**config.mk**
```make
export PLATFORM = sky130hd
export DESIGN_NAME = mhpq_cell
export DESIGN_NICKNAME = d
export VERILOG_FILES = /design/src/hdl/mhpq_pkg.sv /design/src/hdl/mhpq_cell.sv
export SDC_FILE = /design/constraint.sdc
export NUM_CORES = 1
export LEC_CHECK = 0
export BUFFER_PORTS_ARGS = -buffer_cell sky130_fd_sc_hd__buf_2
export CAP_MARGIN = 0
export CELL_PAD_IN_SITES_DETAIL_PLACEMENT = 1
export CELL_PAD_IN_SITES_GLOBAL_PLACEMENT = 1
export CORE_MARGIN = 1.5
export CORE_UTILIZATION = 32
export CTS_CLUSTER_DIAMETER = 50
export CTS_CLUSTER_SIZE = 24
export DETAILED_ROUTE_END_ITERATION = 8
export PLACE_DENSITY = 0.81
export SYNTH_ARGS = -nofsm -noshare
export SYNTH_HDL_FRONTEND = slang
export SYNTH_SLANG_ARGS = --single-unit
```
**constraint.sdc**
```tcl
create_clock -name clk -period 3.2 [get_ports clk]
set_clock_uncertainty 0.2 [all_clocks]
set_input_delay 0.32 -clock clk [delete_from_list [all_inputs] [get_ports clk]]
set_output_delay 0.32 -clock clk [all_outputs]
set_load 0.02 [all_outputs]
```
**src/hdl/mhpq_pkg.sv**
```systemverilog
// Shared types and codes for the min-heap priority queue.
package mhpq_pkg;

  // Request codes carried on req_type.
  localparam logic REQ_PUSH = 1'b0;
  localparam logic REQ_POP  = 1'b1;

  // Status codes returned on error_code.
  typedef enum logic [1:0] {
    ERR_OK    = 2'd0,
    ERR_FULL  = 2'd1,
    ERR_EMPTY = 2'd2
  } mhpq_err_t;

  // Operation broadcast to every cell of the chain.
  typedef struct packed {
    logic push;
    logic pop;
  } mhpq_op_t;

endpackage

```
**src/hdl/mhpq_cell.sv**
```systemverilog
// One slot of the sorted chain: holds a value and its valid flag.
module mhpq_cell #(
  parameter int DATA_WIDTH = 32
) (
  input  logic                         clk,
  input  logic                         rst,
  input  mhpq_pkg::mhpq_op_t           op,
  input  logic signed [DATA_WIDTH-1:0] new_value,
  input  logic signed [DATA_WIDTH-1:0] left_value,
  input  logic                         left_valid,
  input  logic                         left_lt,
  input  logic signed [DATA_WIDTH-1:0] right_value,
  input  logic                         right_valid,
  output logic signed [DATA_WIDTH-1:0] value,
  output logic                         valid,
  output logic                         lt
);

  // An empty slot counts as larger than anything.
  assign lt = !valid || (new_value < value);

  always_ff @(posedge clk) begin
    if (op.push) begin
      if (left_lt) begin
        value <= left_value;
      end else if (lt) begin
        value <= new_value;
      end
    end else if (op.pop) begin
      value <= right_value;
    end
  end

  always_ff @(posedge clk) begin
    if (rst) begin
      valid <= 1'b0;
    end else if (op.push) begin
      if (left_lt) begin
        valid <= left_valid;
      end else if (lt) begin
        valid <= 1'b1;
      end
    end else if (op.pop) begin
      valid <= right_valid;
    end
  end

endmodule

```
# Word level (Yosys, flattened, before mapping)
# Index checks and enable logic that the tools add are counted.
[word_totals]
regBits = 33
input_bits = 103
word_cells = 16
[classes]
n_lt_le_gt_ge = 1
eq_ne = 1
mux = 8
n_reduce_logical = 4
[ops]
columns = ["cell", "n"]
rows = [
  ["2-to-1 mux 32 bit", 4],
  ["< comparator 32 bit", 1],
  ["2-to-1 mux 1 bit", 4],
  ["inequality test 3 x 1 -> 1 bit (second input constant)", 1],
  ["AND reduction 2 bit", 1],
  ["nonzero test 2 bit", 1],
  ["zero test 1 bit", 1],
  ["logical OR 1 bit", 1],
]

# Longest topological paths before layout
[depth]
ltp_word = 5
depth_mapped = 8
mapped_depth_nobuf = 8

# Worst setup path after synthesis
# OpenSTA, ideal clock, no wires.
[synth_timing]
path_type = "reg-to-reg"
start = "register value[31]"
end = "register value[0] (enable)"
t_arrival_ps = 2480
synth_period_minus_slack_ps = 3072
n_path_buf = 0
slack_ps = 128
setup_ps = 392
path_stages_with_launch = 9
path_cell_list = "edfxtp_1 > inv_1 > ha_1 > nand4_1 > nor4_1 > nand2_1 > o211ai_2 > a2bb2oi_1 > and2_1"
[synth_via]
elab_chain_cells = 4
[synth_rtl]
columns = ["item", "line_no", "rtl"]
rows = [
  ["from (decl)", "mhpq_cell.sv:14", "output logic signed [DATA_WIDTH-1:0] value,"],
  ["from (signal assigned)", "mhpq_cell.sv:25", "value <= left_value;"],
  ["from (signal assigned)", "mhpq_cell.sv:27", "value <= new_value;"],
  ["from (signal assigned)", "mhpq_cell.sv:30", "value <= right_value;"],
  ["< comparator 32 bit", "mhpq_cell.sv:20", "assign lt = !valid || (new_value < value);"],
  ["logical OR 1 bit", "mhpq_cell.sv:20", ""],
  ["inequality test 3 x 1 -> 1 bit (no line)", "n/a", ""],
  ["AND reduction 2 bit (no line)", "n/a", ""],
]
# No other way between the ends.
# A chain may end at the register's enable or synchronous reset.

# Worst setup path after layout
# Ends and elaborated chain as after synthesis.

==> impl_metrics.ini <==
[outcome]
status = completed

[yosys]
syn_nets = 401
yosys_register_bits = 33
synth_edf_count = 32
synthesis.instances = 267
syn-cell-area_um2 = 2500
synth-warning-count = 0
ys_seq_area_share_pct = 39.3
ys_types = 33
synth_top_flop_cell = edfxtp_1
synth_area_per_cell_um2 = 9.36
ys_async_sr_fraction_pct = 0

[clocking]
cts_buffers = 5
clk_pin_slew_worst_paths_ps = 70
clk_latency_ps = 280
cts_root_buf = clkbuf_8
max-clock-path-buffers = 2
cts_tree = built
cts.sinks = 33
htree_num_levels = 2

[worst_setup_path]
crit_chain = inv_1 > ha_1 > nand4_1 > nor4_1 > nand2_1 > o211ai_2 > a2bb2oi_1 > and2_2
worstPathArrival_ps = 2690
reg2reg_slack_ps = 210
worstPathRequired_ps = 2900
crit_path_start_kind = flop
worstReg2RegEnd = value[0]
r2r_cells = 8
crit_fanout = 32
endpoint_kind = flop
r2r_start = value[31]
critPathKind = flop to flop
worst_path_max_delay_cell = and2_2
cpPeakStageDelay_ps = 700

[worst_hold_path]
hp-start = left_valid
min_to = valid
hold_depth = 3
min_path_type = input port to flop

[global_routing]
grt_pass1_vias = 2634
grt_antenna_before_repair = 0
grt_use_total_pct = 18.2
grt-ovfl-total = 0
grt_pass1_wl_um = 12100
grt_max_degree = 43

[sta]
setup_tns_ps = 0
timing.final.crit_share_pct = 93.4
relSlewSlack_pct = 45.3
fin_ws_ps = 212
hold_viol_final = 0
fmax_ghz = 0.335
min_period_ps = 2990
finalMaxSlewViolations = 0
rsz0062_at_grt = false
worst_pin_slew_ps = 820
setup_viol = 0

[die]
core.rowCount = 32
dieHeight_um = 91.4
io_pins = 137
fp.dieW_um = 91.4
die-area_um2 = 8350
coreArea_um2 = 7650
start_util_pct = 32.7

[power]
p_sw_w = 0.000423
p_int_w = 0.000899
irDropWorstVdd_mv = 0.203
p_comb_share_pct = 31.6
cellPowerDensity_nw_per_um2 = 390
p_leak_nw = 1.77
clock_power_share_pct = 26.6
swShare_pct = 32.0
p_seq_share_pct = 41.8

[place]
place_ws_ps = 145
gp_congestion = 0.831
port_buffers = 136
dp_hpwl_um = 6220

[final_layout]
nets = 536
antennaDiodeCount = 0
area_growth_pct = 35.8
drive_gt1_share_pct = 37.7

[drt]
drtIter0Drc = 70
drt-total-wl_um = 7380
vias = 2471
avgViaCountPerCell = 4.89
drtPass1Iterations = 3
drtAntennaViolNets = 0
wl_per_cell_um = 14.6
route.detailed.drc = 0

[job]
cap_violations = 0
critical path, delay by kind of cell, from the launching register on:
family	cells	cell delay, ps
compound gates	2	290
fa+ha+maj	1	330
buf+inv	1	50
flops	1	350
simple gates	4	1390
per-stage QoR:
stage / utilization, % / hold WS, ps / total power [W] / std cells / area, µm²
final: 44.4 / 75.0 / 0.00132 / 505 / 3390
after detailed placement: 42.9 / 281 / 0.000985 / 496 / 3280
after floorplan: - / 192 / 0.000807 / 267 / 2500
after global routing: 44.4 / 105 / 0.00140 / 505 / 3390
after global placement: 42.9 / 278 / 0.000962 / 496 / 3280
after CTS: 44.4 / 66.5 / 0.00134 / 505 / 3390
metal layers:
metal  GRT usage, %  up-vias  part of all wire [%]
met1           19.8     1180                    40
met4           5.34        0                   1.3
met2           35.1       70                    54
met3           3.52        6                   4.7
li1               -     1215                     -
met5              0        -                     0
power groups by stage:
| stage | Sequential (W) | Clock (W) | Combinational, W |
|---|---|---|---|
| 2_1_floorplan | 0.000615 | 0 | 0.000192 |
| 3_3_place_gp | 0.000559 | 0 | 0.000403 |
| 3_5_place_dp | 0.000562 | 0 | 0.000423 |
| 4_1_cts | 0.000552 | 0.000366 | 0.000426 |
| 5_1_grt | 0.000557 | 0.000376 | 0.000469 |
| 6_report | 0.000552 | 0.000352 | 0.000418 |
registers in the layout (all words and copies together) (netlist names):
register  flops
valid         1
value        32
timing repair:
item / 4_1_cts / 5_1_grt
hold buffers: 1 / 0
endpoints found under the hold margin: 1 / 0
setup buffers: 0 / 0
gates resized for setup: 0 / 0
setup endpoints to repair: 0 / 0
synthesized netlist by cell type (2+ instances only):
cell / count / share of area, %
inv_1: 32 / 4.8
nand3_1: 2 / 0.40
clkbuf_1: 7 / 1.1
nand2_1: 13 / 2.0
edfxtp_1: 32 / 38
nor2_1: 38 / 5.7
o21ai_0: 6 / 1.2
ha_1: 31 / 16
buf_1: 2 / 0.30
mux2i_1: 33 / 13
nand4_1: 2 / 0.50
a21oi_1: 46 / 9.2
buf_2: 3 / 0.60
final cells by class:
| type | instances | area (µm²) |
|---|---|---|
| clock buffers | 7 | 96.3 |
| repair buffers | 140 | 713 |
| fillers | 933 | 4250 |
| well taps | 102 | 128 |
| inverters | 32 | 120 |
| multi-input cells | 190 | 1350 |
| clock inverters | 1 | 5.00 |
| flip-flops and latches | 33 | 981 |
cells in the final DEF (no fill, tap or decap):
master / netlist / final
buf_2: 3 / 136
a21oi_1: 46 / 46
nor2_1: 38 / 38
mux2i_1: 33 / 33
inv_1: 32 / 32
edfxtp_1: 32 / 32
ha_1: 31 / 31
nand2_1: 13 / 13
clkbuf_8: 0 / 7
o21ai_0: 6 / 6
buf_4: 0 / 3
nand4_1: 2 / 2
nand3_1: 2 / 2
and2_2: 1 / 2
a211oi_1: 1 / 1
nor4_1: 1 / 1
a221oi_1: 1 / 1
o211ai_2: 1 / 1
and2b_1: 1 / 1
nand3b_1: 1 / 1
and3b_1: 1 / 1
and4_4: 1 / 1
and4_1: 1 / 1
nor3_1: 1 / 1
o21a_1: 1 / 1
o211ai_1: 1 / 1
a2111o_1: 1 / 1
a31oi_1: 1 / 1
a2bb2oi_1: 1 / 1
mux2_2: 1 / 1
o22ai_1: 1 / 1
clkinv_2: 0 / 1
dlygate4sd3_1: 0 / 1
dfxtp_1: 1 / 1
kinds of logic (layout without fill, tap and decap cells):
logic type | after synthesis | in the layout | synth area share, %
DFF | 33 | 33 | 39.3
AOI/OAI and AO/OA | 61 | 61 | 13.5
muxes | 34 | 34 | 13.7
adders and majority gates | 31 | 31 | 15.5
buffers and inverters | 44 | 180 | 6.76
and+or+nand+nor | 64 | 64 | 11.3
worst max path at each step:
stage / end / start / depth (start not counted)
2_1_floorplan: value[0] / value[31] / 8
3_3_place_gp: value[19] / new_value[31] / 8
3_5_place_dp: value[13] / new_value[31] / 8
4_1_cts: value[0] / value[31] / 8
5_1_grt: value[1] / value[31] / 8
6_report: value[0] / value[31] / 8
(Power assumes the default switching activity.)
